--- src/sppa_pkg.sv ---
// Shared types and codes for the step pulse phase accumulator.
`default_nettype none

package sppa_pkg;

	// Fixed field widths of the item formats.
	localparam int VelocityW        = 32;
	localparam int IntervalW        = 24;
	localparam int IntervalFracBits = 24;
	localparam int ProductW         = VelocityW + IntervalW;
	localparam int CountW           = 32;
	localparam int PositionW        = 32;
	localparam int MaxVelocityW     = 31;
	localparam int StatusW          = 2;
	localparam int SDataW           = 88;
	localparam int MDataW           = 72;

	// Command codes carried on the input tuser.
	localparam logic CmdAdvance = 1'b0;
	localparam logic CmdPreset  = 1'b1;

	// Result status codes carried on the output tuser.
	localparam logic [StatusW-1:0] StDone   = 2'd0;
	localparam logic [StatusW-1:0] StIdle   = 2'd1;
	localparam logic [StatusW-1:0] StReject = 2'd2;

	// Configuration register indexes.
	localparam logic CfgMaxVelocity = 1'b0;
	localparam logic CfgPulseCap    = 1'b1;

	// Velocity stage output: clamped velocity folded into a magnitude product.
	typedef struct packed {
		logic                dt_zero;
		logic                vel_zero;
		logic                dir;
		logic [ProductW-1:0] prod;
	} incr_t;

	// One result item.
	typedef struct packed {
		logic [PositionW-1:0] position_now;
		logic [StatusW-1:0]   status;
		logic                 direction;
		logic [CountW-1:0]    pulse_count;
	} result_t;

endpackage

`default_nettype wire

--- src/sppa_incr.sv ---
// Velocity stage: clamp, magnitude and direction, and the |v| * dt product.
`default_nettype none

module sppa_incr import sppa_pkg::*; (
	input  wire logic signed [VelocityW-1:0]    velocity,
	input  wire logic        [IntervalW-1:0]    interval,
	input  wire logic        [MaxVelocityW-1:0] max_velocity,
	output incr_t                                incr
);

	logic signed [VelocityW:0] vel_w;
	logic signed [VelocityW:0] lim;
	logic signed [VelocityW:0] clamped;
	logic signed [VelocityW:0] neg;
	logic        [VelocityW-1:0] mag;
	logic        clamp_on;

	assign clamp_on = (max_velocity != '0);
	assign vel_w    = {velocity[VelocityW-1], velocity};
	assign lim      = {2'b00, max_velocity};

	always_comb begin
		if (clamp_on && (vel_w > lim)) begin
			clamped = lim;
		end else if (clamp_on && (vel_w < -lim)) begin
			clamped = -lim;
		end else begin
			clamped = vel_w;
		end
	end

	// The magnitude reaches 2^31 at most, so it fits an unsigned 32-bit word.
	assign neg = -clamped;
	assign mag = clamped[VelocityW] ? neg[VelocityW-1:0] : clamped[VelocityW-1:0];

	assign incr.dt_zero  = (interval == '0);
	assign incr.vel_zero = (clamped == '0);
	assign incr.dir      = clamped[VelocityW];
	assign incr.prod     = {{IntervalW{1'b0}}, mag} * {{VelocityW{1'b0}}, interval};

endmodule

`default_nettype wire

--- src/sppa_phase_step.sv ---
// Phase stage: accumulate the increment, cap the whole steps, move the position.
`default_nettype none

module sppa_phase_step import sppa_pkg::*; #(
	parameter int PHASE_FRACTION_BITS    = 24,
	parameter int VELOCITY_FRACTION_BITS = 16
) (
	input  wire logic                                preset,
	input  wire logic        [PositionW-1:0]         preset_position,
	input  wire incr_t                               incr,
	input  wire logic        [31+PHASE_FRACTION_BITS:0] phase,
	input  wire logic        [PositionW-1:0]         position,
	input  wire logic        [CountW-1:0]            pulse_cap,
	output result_t                                  res,
	output logic                                     state_we,
	output logic             [31+PHASE_FRACTION_BITS:0] phase_next,
	output logic             [PositionW-1:0]         position_next
);

	localparam int PhaseW   = 32 + PHASE_FRACTION_BITS;
	localparam int IncShift = VELOCITY_FRACTION_BITS + IntervalFracBits - PHASE_FRACTION_BITS;
	localparam int WholeW   = 65 - PHASE_FRACTION_BITS;

	logic [63:0]                      prod_ext;
	logic [63:0]                      inc;
	logic [64:0]                      sum;
	logic [WholeW-1:0]                whole;
	logic [PHASE_FRACTION_BITS-1:0]   frac;
	logic [CountW-1:0]                whole32;
	logic [CountW-1:0]                emitted;
	logic                             phase_ovf;
	logic [PositionW+1:0]             pos_w;
	logic [PositionW+1:0]             emit_w;
	logic [PositionW+1:0]             next_w;
	logic                             pos_ovf;
	logic [PhaseW-1:0]                phase_adv;

	assign prod_ext = {{(64 - ProductW){1'b0}}, incr.prod};

	// Align the product to the phase format; a right shift truncates toward zero.
	if (IncShift >= 0) begin : gen_shr
		assign inc = prod_ext >> IncShift;
	end else begin : gen_shl
		assign inc = prod_ext << (-IncShift);
	end

	assign sum       = {1'b0, inc} + 65'(phase);
	assign whole     = sum[64:PHASE_FRACTION_BITS];
	assign frac      = sum[PHASE_FRACTION_BITS-1:0];
	assign phase_ovf = |whole[WholeW-1:32];
	assign whole32   = whole[31:0];
	assign emitted   = (whole32 > pulse_cap) ? pulse_cap : whole32;

	assign pos_w   = {{2{position[PositionW-1]}}, position};
	assign emit_w  = {2'b00, emitted};
	assign next_w  = incr.dir ? (pos_w - emit_w) : (pos_w + emit_w);
	assign pos_ovf = (next_w[PositionW+1:PositionW-1] != 3'b000) &&
	                 (next_w[PositionW+1:PositionW-1] != 3'b111);

	assign phase_adv = {whole32 - emitted, frac};

	always_comb begin
		res.pulse_count  = '0;
		res.direction    = 1'b0;
		res.position_now = position;
		res.status       = StDone;
		state_we         = 1'b0;
		phase_next       = phase_adv;
		position_next    = next_w[PositionW-1:0];
		if (preset) begin
			res.position_now = preset_position;
			state_we         = 1'b1;
			phase_next       = '0;
			position_next    = preset_position;
		end else if (incr.dt_zero) begin
			res.status = StReject;
		end else if (incr.vel_zero) begin
			res.status = StIdle;
		end else if (phase_ovf || pos_ovf) begin
			res.status = StReject;
		end else begin
			res.pulse_count  = emitted;
			res.direction    = incr.dir;
			res.position_now = next_w[PositionW-1:0];
			state_we         = 1'b1;
		end
	end

endmodule

`default_nettype wire

--- src/step_pulse_phase_accumulator_unit.sv ---
// Top level of the step pulse phase accumulator.
`default_nettype none

// Turns a stream of control ticks into step pulse counts for a stepper drive.
// An advance item carries a signed Q16.16 velocity and a Q0.24 interval; the
// velocity is clamped to plus or minus max_velocity when that register is
// nonzero, and |v| * dt is added to a Q32.24 phase accumulator. The whole
// steps in the phase, at most pulse_cap of them, are reported with a
// direction, and the signed step position moves by that count. An item with
// a zero interval, or one that would push the phase to 2^32 steps or the
// position out of the signed 32-bit range, is rejected and leaves the state
// alone; a zero velocity reports idle. A preset item clears the phase and
// loads the position. Every item produces exactly one result item. The block
// is a three-register pipeline: an input register, a register after the
// velocity clamp and the 32 by 24 bit multiplier, and the result register
// that follows the phase add. It takes one item per clock cycle unless the
// pipeline is full, and a result is offered on the output as soon as it
// is in the result register. While the output is held off the pipeline keeps
// up to three items, and the input stalls only once all three registers are
// full. Only the last stage reads and writes the phase and the position, so
// items that follow each other closely see each other's updates.
// Configuration writes are taken at any time but belong in periods when no
// item is in flight.
module step_pulse_phase_accumulator_unit import sppa_pkg::*; #(
	parameter int PHASE_FRACTION_BITS    = 24,
	parameter int VELOCITY_FRACTION_BITS = 16
) (
	input  wire logic              clk,
	input  wire logic              arst_n,
	// Configuration write channel.
	input  wire logic              cfg_valid,
	output logic                   cfg_ready,
	input  wire logic              cfg_index,
	input  wire logic [31:0]       cfg_data,
	// Input items.
	input  wire logic              s_tvalid,
	output logic                   s_tready,
	input  wire logic [SDataW-1:0] s_tdata,   // velocity[31:0], interval[55:32],
	                                          // preset_position[87:56]
	input  wire logic              s_tuser,   // command[0]
	// Result items.
	output logic                   m_tvalid,
	input  wire logic              m_tready,
	output logic [MDataW-1:0]      m_tdata,   // pulse_count[31:0], direction[32],
	                                          // position_now[64:33], zero fill
	output logic [StatusW-1:0]     m_tuser    // status[1:0]
);

	localparam int PhaseW = 32 + PHASE_FRACTION_BITS;

	// Configuration registers.
	logic [MaxVelocityW-1:0] max_velocity_q;
	logic [CountW-1:0]       pulse_cap_q;

	// Motion state.
	logic [PhaseW-1:0]       phase_q;
	logic [PositionW-1:0]    position_q;

	// Input register.
	logic                        valid_s1;
	logic                        cmd_s1;
	logic signed [VelocityW-1:0] velocity_s1;
	logic        [IntervalW-1:0] interval_s1;
	logic        [PositionW-1:0] preset_s1;

	// Register after the multiplier.
	logic                 valid_s2;
	logic                 cmd_s2;
	incr_t                incr_s2;
	logic [PositionW-1:0] preset_s2;

	// Result register.
	logic    out_valid_q;
	result_t out_q;

	incr_t                incr_d;
	result_t              res_d;
	logic                 state_we;
	logic [PhaseW-1:0]    phase_next;
	logic [PositionW-1:0] position_next;

	logic out_load;
	logic s2_free;
	logic s1_move;
	logic s_accept;

	// Each stage advances whenever the stage after it is empty or emptying,
	// so a waiting result does not stop earlier stages that still have room.
	assign out_load = valid_s2 && (!out_valid_q || m_tready);
	assign s2_free  = !valid_s2 || out_load;
	assign s1_move  = valid_s1 && s2_free;
	assign s_tready = !valid_s1 || s1_move;
	assign s_accept = s_tvalid && s_tready;

	assign cfg_ready = 1'b1;

	always_ff @(posedge clk or negedge arst_n) begin
		if (!arst_n) begin
			max_velocity_q <= '0;
			pulse_cap_q    <= '1;
		end else if (cfg_valid && cfg_ready) begin
			unique case (cfg_index)
				CfgMaxVelocity: max_velocity_q <= cfg_data[MaxVelocityW-1:0];
				CfgPulseCap:    pulse_cap_q    <= cfg_data;
				default:        ;
			endcase
		end
	end

	sppa_incr u_incr (
		.velocity     (velocity_s1),
		.interval     (interval_s1),
		.max_velocity (max_velocity_q),
		.incr         (incr_d)
	);

	sppa_phase_step #(
		.PHASE_FRACTION_BITS    (PHASE_FRACTION_BITS),
		.VELOCITY_FRACTION_BITS (VELOCITY_FRACTION_BITS)
	) u_phase_step (
		.preset          (cmd_s2 == CmdPreset),
		.preset_position (preset_s2),
		.incr            (incr_s2),
		.phase           (phase_q),
		.position        (position_q),
		.pulse_cap       (pulse_cap_q),
		.res             (res_d),
		.state_we        (state_we),
		.phase_next      (phase_next),
		.position_next   (position_next)
	);

	// Valid flags and motion state.
	always_ff @(posedge clk or negedge arst_n) begin
		if (!arst_n) begin
			valid_s1    <= 1'b0;
			valid_s2    <= 1'b0;
			out_valid_q <= 1'b0;
			phase_q     <= '0;
			position_q  <= '0;
		end else begin
			if (s_tready) begin
				valid_s1 <= s_tvalid;
			end
			if (s2_free) begin
				valid_s2 <= valid_s1;
			end
			if (out_load) begin
				out_valid_q <= 1'b1;
			end else if (m_tready) begin
				out_valid_q <= 1'b0;
			end
			if (out_load && state_we) begin
				phase_q    <= phase_next;
				position_q <= position_next;
			end
		end
	end

	// Payload registers.
	always_ff @(posedge clk) begin
		if (s_accept) begin
			cmd_s1      <= s_tuser;
			velocity_s1 <= s_tdata[31:0];
			interval_s1 <= s_tdata[55:32];
			preset_s1   <= s_tdata[87:56];
		end
		if (s1_move) begin
			cmd_s2    <= cmd_s1;
			incr_s2   <= incr_d;
			preset_s2 <= preset_s1;
		end
		if (out_load) begin
			out_q <= res_d;
		end
	end

	assign m_tvalid = out_valid_q;
	assign m_tdata  = {7'b0, out_q.position_now, out_q.direction, out_q.pulse_count};
	assign m_tuser  = out_q.status;

endmodule

`default_nettype wire

--- config.mk ---
export PLATFORM = sky130hd
export DESIGN_NAME = step_pulse_phase_accumulator_unit
export DESIGN_NICKNAME = d
export VERILOG_FILES = /design/src/sppa_pkg.sv /design/src/sppa_incr.sv /design/src/sppa_phase_step.sv /design/src/step_pulse_phase_accumulator_unit.sv
export SDC_FILE = /design/constraint.sdc
export NUM_CORES = 2
export LEC_CHECK = 0
export ABC_AREA = 1
export BUFFER_PORTS_ARGS = -buffer_cell sky130_fd_sc_hd__buf_2
export CAP_MARGIN = 5
export CELL_PAD_IN_SITES_DETAIL_PLACEMENT = 0
export CELL_PAD_IN_SITES_GLOBAL_PLACEMENT = 1
export CORE_ASPECT_RATIO = 0.5
export CORE_MARGIN = 4
export CORE_UTILIZATION = 49
export CTS_BUF_LIST = sky130_fd_sc_hd__clkbuf_8
export CTS_CLUSTER_DIAMETER = 150
export DETAILED_ROUTE_END_ITERATION = 16
export PLACE_DENSITY = 0.9
export SLEW_MARGIN = 15
export SYNTH_ARGS = -nofsm -noshare
export SYNTH_HDL_FRONTEND = slang
export SYNTH_SLANG_ARGS = --single-unit
--- constraint.sdc ---
create_clock -name clk -period 14.47 [get_ports clk]
set_input_delay 0.7235 -clock clk [delete_from_list [all_inputs] [get_ports clk]]
set_output_delay 0.7235 -clock clk [all_outputs]
set_load 0.01 [all_outputs]
Word level (Yosys, flattened, before mapping)
Cells that the tools add are included.

Flip-flop bits (word level): 402. Output and inout port bits: 77. Word-level logic and storage cells: 78.

Bitwise operators: 1. Add/subtract/negate cells: 6. Reductions and logical operators: 24. Equality and inequality tests: 1. Mux-type cells: 20. $lt $le $gt $ge: 3. $mul: 1.

Operators with widths (count): two-way mux 32 bit (7); two-way mux 33 bit (2); greater-than comparator 32 bit (2); adder 40 x 56 -> 57 bit (1); multiplier 32 x 24 -> 56 bit (1); two-way mux 56 bit (1); adder 32 x 33 -> 34 bit (1); two-way mux 34 bit (1); subtractor 32 x 33 -> 34 bit (1); logical NOT 33 bit (1); < comparator 32 x 33 -> 1 bit (1); negator 31 -> 33 bit (1); negator 32 bit (1); subtractor 32 bit (1); nonzero test 31 bit (1); logical NOT 24 bit (1); OR reduction 9 bit (1); logical AND 1 bit (7); two-way mux 1 bit (6); two-way mux 2 bit (3); logical OR 1 bit (4); AND reduction 2 bit (2); OR reduction 4 bit (1); logical NOT 1 bit (3); 5 further kinds (5).

Depth between registers and ports, before layout
Depth in word-level cells: 13. Gate-level depth with buffers: 67. Gate-level depth less buffers: 66.

Modules after synthesis
From an unflattened synthesis, not the netlist that was laid out.

Cells, all modules: 6938. Area total of the unflattened synthesis: 53603.9 µm².

Modules (own cells, without submodules): sppa_incr (sequential area each 0.0 µm², area an instance 28982.8 µm², instances 1, cells each 3846); step_pulse_phase_accumulator_unit (sequential area each 11340.9 µm², area an instance 13620.6 µm², instances 1, cells each 904); sppa_phase_step (sequential area each 0.0 µm², area an instance 11000.6 µm², instances 1, cells each 2188).

Least setup slack after synthesis
No wires, ideal clock.

Kind: reg2reg. Start: reg max_velocity_q[0]. End: reg incr_s2[52] in the netlist's numbering (data pin). Buffers on the path: 2. Arrival time: 10.407 ns. Setup slack: 3.810 ns. Setup time: 0.252 ns. Cell stages (with the launch flop): 62. Path through: dfrtp_1 inv_1 ha_1 nand3_1 nor2_1 nand2_1 nor2_1 nand3_1 nor2_1 nand2_1 nor2_1 nand3_1 o21ai_0 o21ai_0 ha_1 nand2_1 nor2_1 nand4_1 [26 not listed] fa_1 inv_1 fa_1 fa_1 inv_1 fa_1 inv_1 ha_1 a21oi_1 o21a_1 inv_1 a21oi_1 o21a_1 nor2_1 a2111oi_0 nand2_1 nand2_1 nand2_1.

RTL lines: start: declaration (RTL line step_pulse_phase_accumulator_unit.sv:52) `logic [MaxVelocityW-1:0] max_velocity_q;`; start signal: assignment (RTL line step_pulse_phase_accumulator_unit.sv:103) `CfgMaxVelocity: max_velocity_q <= cfg_data[MaxVelocityW-1:0];`; end signal: assignment (RTL line step_pulse_phase_accumulator_unit.sv:170) `incr_s2 <= incr_d;`; end: declaration (RTL line step_pulse_phase_accumulator_unit.sv:69) `incr_t incr_s2;`.

==> results.json <==
{
  "drt-total-wl_um": 180800,
  "via_count": 46130,
  "syn_area_um2": 52460,
  "postCtsSetupBuffers": 0,
  "wl_per_cell_um": 21.42,
  "crit_buf_inv": 10,
  "tightest_slew_ns": 1.243,
  "status": "finished clean",
  "path_class": "reg -> reg",
  "grt_start_max_net_pins": 95,
  "ios": 204,
  "first_global_vias": 45890,
  "n_fill_cell": 10360,
  "arrival_ns": 13.91,
  "hold_viol_final": 0,
  "synth_edf_count": 232,
  "relSlewSlack_pct": 16.65,
  "worst_r2r_path_depth": 60,
  "cts_resized": 0,
  "yosys_register_bits": 386,
  "min_period_over_period_pct": 93.07,
  "crit_path_end_kind": "flop",
  "grt_setup_unrepaired": "no",
  "drc": 0,
  "ys.flop_type": "edfxtp_1",
  "holdCritStartpoint": "s_tdata[49]",
  "num_rows": 84,
  "max_freq_mhz": 74.26,
  "cts_hold_buf": 1,
  "r2r_start": "max_velocity_q[0]",
  "cts_buffer_depth": 3,
  "dp.final_hpwl_um": 144400,
  "r2r-end": "incr_s2[54]",
  "core_area_um2": 105600,
  "cpPeakStageDelay_ns": 0.70,
  "grt_overflow": 0,
  "nets": 8138,
  "maxCapViolCount": 0,
  "most-common-layout-cells": "nand2_1 (1594), inv_1 (1353), nor2_1 (782)",
  "insertion_delay_ns": 0.79,
  "syn_to_final_growth_pct": 6.865,
  "die_w_um": 470.7,
  "antenna_found_initial": 5,
  "synth_cell_types": 55,
  "cp.required_ns": 14.92,
  "grt_pass1_wl_um": 276700,
  "min_path_type": "in -> reg",
  "drv_slew": 0,
  "grtUsageTotal_pct": 32.08,
  "clock_sink_count": 386,
  "gp_congestion": 1.020,
  "critPathLaunchType": "flop",
  "finClkSkew_ns": 0.1152,
  "cp_max_fo": 19,
  "firstDrtPassIters": 6,
  "drive_gt1_share_pct": 6.721,
  "die_y_um": 239.4,
  "die-area_um2": 112700,
  "slowest_stage": "nand2_1",
  "worst_path_most_repeated_cell": "nand2_1",
  "seq_area_frac_synth_pct": 20.70,
  "worstSetupStartpoint": "max_velocity_q[0]",
  "crit_family": "simple AND/OR/NAND/NOR gates",
  "ant_nets": 0,
  "ys_warn_count": 0,
  "htreeDepth": 2,
  "final_common_cell": "nand2_1",
  "finalCriticalPeriod_ns": 13.47,
  "path_clk_slew_ns": 0.12,
  "cts_tree": "built",
  "postSynth.asyncResetShare_pct": 39.90,
  "setup_viol": 0,
  "reg2reg_slack_ns": 1.00,
  "first_iter_violations": 4420,
  "root_buffer": "clkbuf_8",
  "routed_via_density": 5.462,
  "port_buffers": 195,
  "avgSynthCellArea_um2": 7.638,
  "syn_inst": 6868,
  "holdPathStages": 1,
  "initial_core_util_pct": 49.66,
  "final.setup.tns_ns": 0,
  "min_to": "interval_s1[17]",
  "cts_buffers": 60
}
## metrics by stage
stage / instances / hold WS, ns / instance area (um2) / utilization (%) / worst slack [ns]
CTS: 8442 / 0.04493 / 56050 / 53.07 / 1.247
floorplan: 6874 / 0.4003 / 52480 / - / 3.810
detailed placement: 8327 / 0.4045 / 54760 / 51.84 / 1.271
finish: 8444 / 0.09427 / 56060 / 53.07 / 1.003
global placement: 8327 / 0.4022 / 54760 / 51.84 / 1.351
global route: 8444 / 0.06318 / 56060 / 53.07 / 0.05770
## flip-flops by register name (all words and copies together) (netlist names)
name            cells
valid_s1            1
velocity_s1        32
phase_q            56
interval_s1        24
preset_s1          32
preset_s2          32
pulse_cap_q        32
m_tuser             2
position_q         32
incr_s2            43
max_velocity_q     31
valid_s2            1
cmd_s2              1
cmd_s1              1
m_tdata            65
m_tvalid            1
## cell usage after synthesis (11+ instances only)
library cell  count  area (um2)
nand2_1        1595        5987
inv_1          1343        5041
nor2_1          783        2939
fa_1            660       13210
nand3_1         433        2167
ha_1            380        4755
a21oi_1         303        1516
edfxtp_1        232        6967
o21ai_0         222        1111
clkbuf_1        145       544.3
dfrtp_1         122        3053
xor2_1           95       832.1
nand4_1          78       488.0
buf_2            56       280.3
nor3_1           48       240.2
xnor2_1          43       376.6
dfstp_2          32       840.8
o21a_1           23       172.7
nor4_1           22       137.6
nand3b_1         18       135.1
o22ai_1          18       112.6
and2_1           16       100.1
nand2_2          16       100.1
nor2_2           16       100.1
buf_4            15       112.6
o21bai_1         15       112.6
inv_2            14       52.55
a31oi_1          11       68.82
## final cells by class
cell class / instances / area (um2) / share of cell area, %
Multi-Input combinational cell: 4889 / 35450 / 63.24
Clock buffer: 67 / 922.1 / 1.645
Clock inverter: 47 / 361.6 / 0.6451
Tap cell: 1419 / 1775 / 3.167
Sequential cell: 386 / 10860 / 19.37
Timing Repair Buffer: 269 / 1553 / 2.770
Antenna cell: 2 / 5.005 / 0.008928
Inverter: 1365 / 5129 / 9.149
## routing by layer
metal  share of wire (%)  track usage, %  wire length [um]  up-vias
met3                  11           9.252             19910      360
met2                  42           48.72             76300     2221
met4                 4.0           10.57              7159        6
met1                  43           44.33             77430    22090
li1                    -               -                 -    21450
met5               0.019               0                35        -
## kinds of logic (layout without fill, tap and decap cells)
| logic type | after synthesis | count (layout) | synth area share [%] |
|---|---|---|---|
| AO/OA/AOI/OAI | 648 | 648 | 6.753 |
| XOR/XNOR | 138 | 138 | 2.304 |
| buffers and inverters | 1599 | 1748 | 11.80 |
| other | 2 | 10 | 0.01432 |
| adder cells (fa/ha/maj) | 1040 | 1040 | 34.25 |
| flip-flops | 386 | 386 | 20.70 |
| AND/OR/NAND/NOR | 3055 | 3055 | 24.17 |
## worst max path at each step
stage,endpoint,slack (ns),depth (start not counted)
global route,incr_s2[54],0.06,59
detailed placement,incr_s2[52],1.27,58
finish,incr_s2[54],1.00,60
floorplan,incr_s2[52],3.81,61
global placement,incr_s2[54],1.35,59
CTS,incr_s2[54],1.25,60
Power is not shown: default switching activity piles up to over one toggle a cycle in this logic, so the estimate is an artifact.
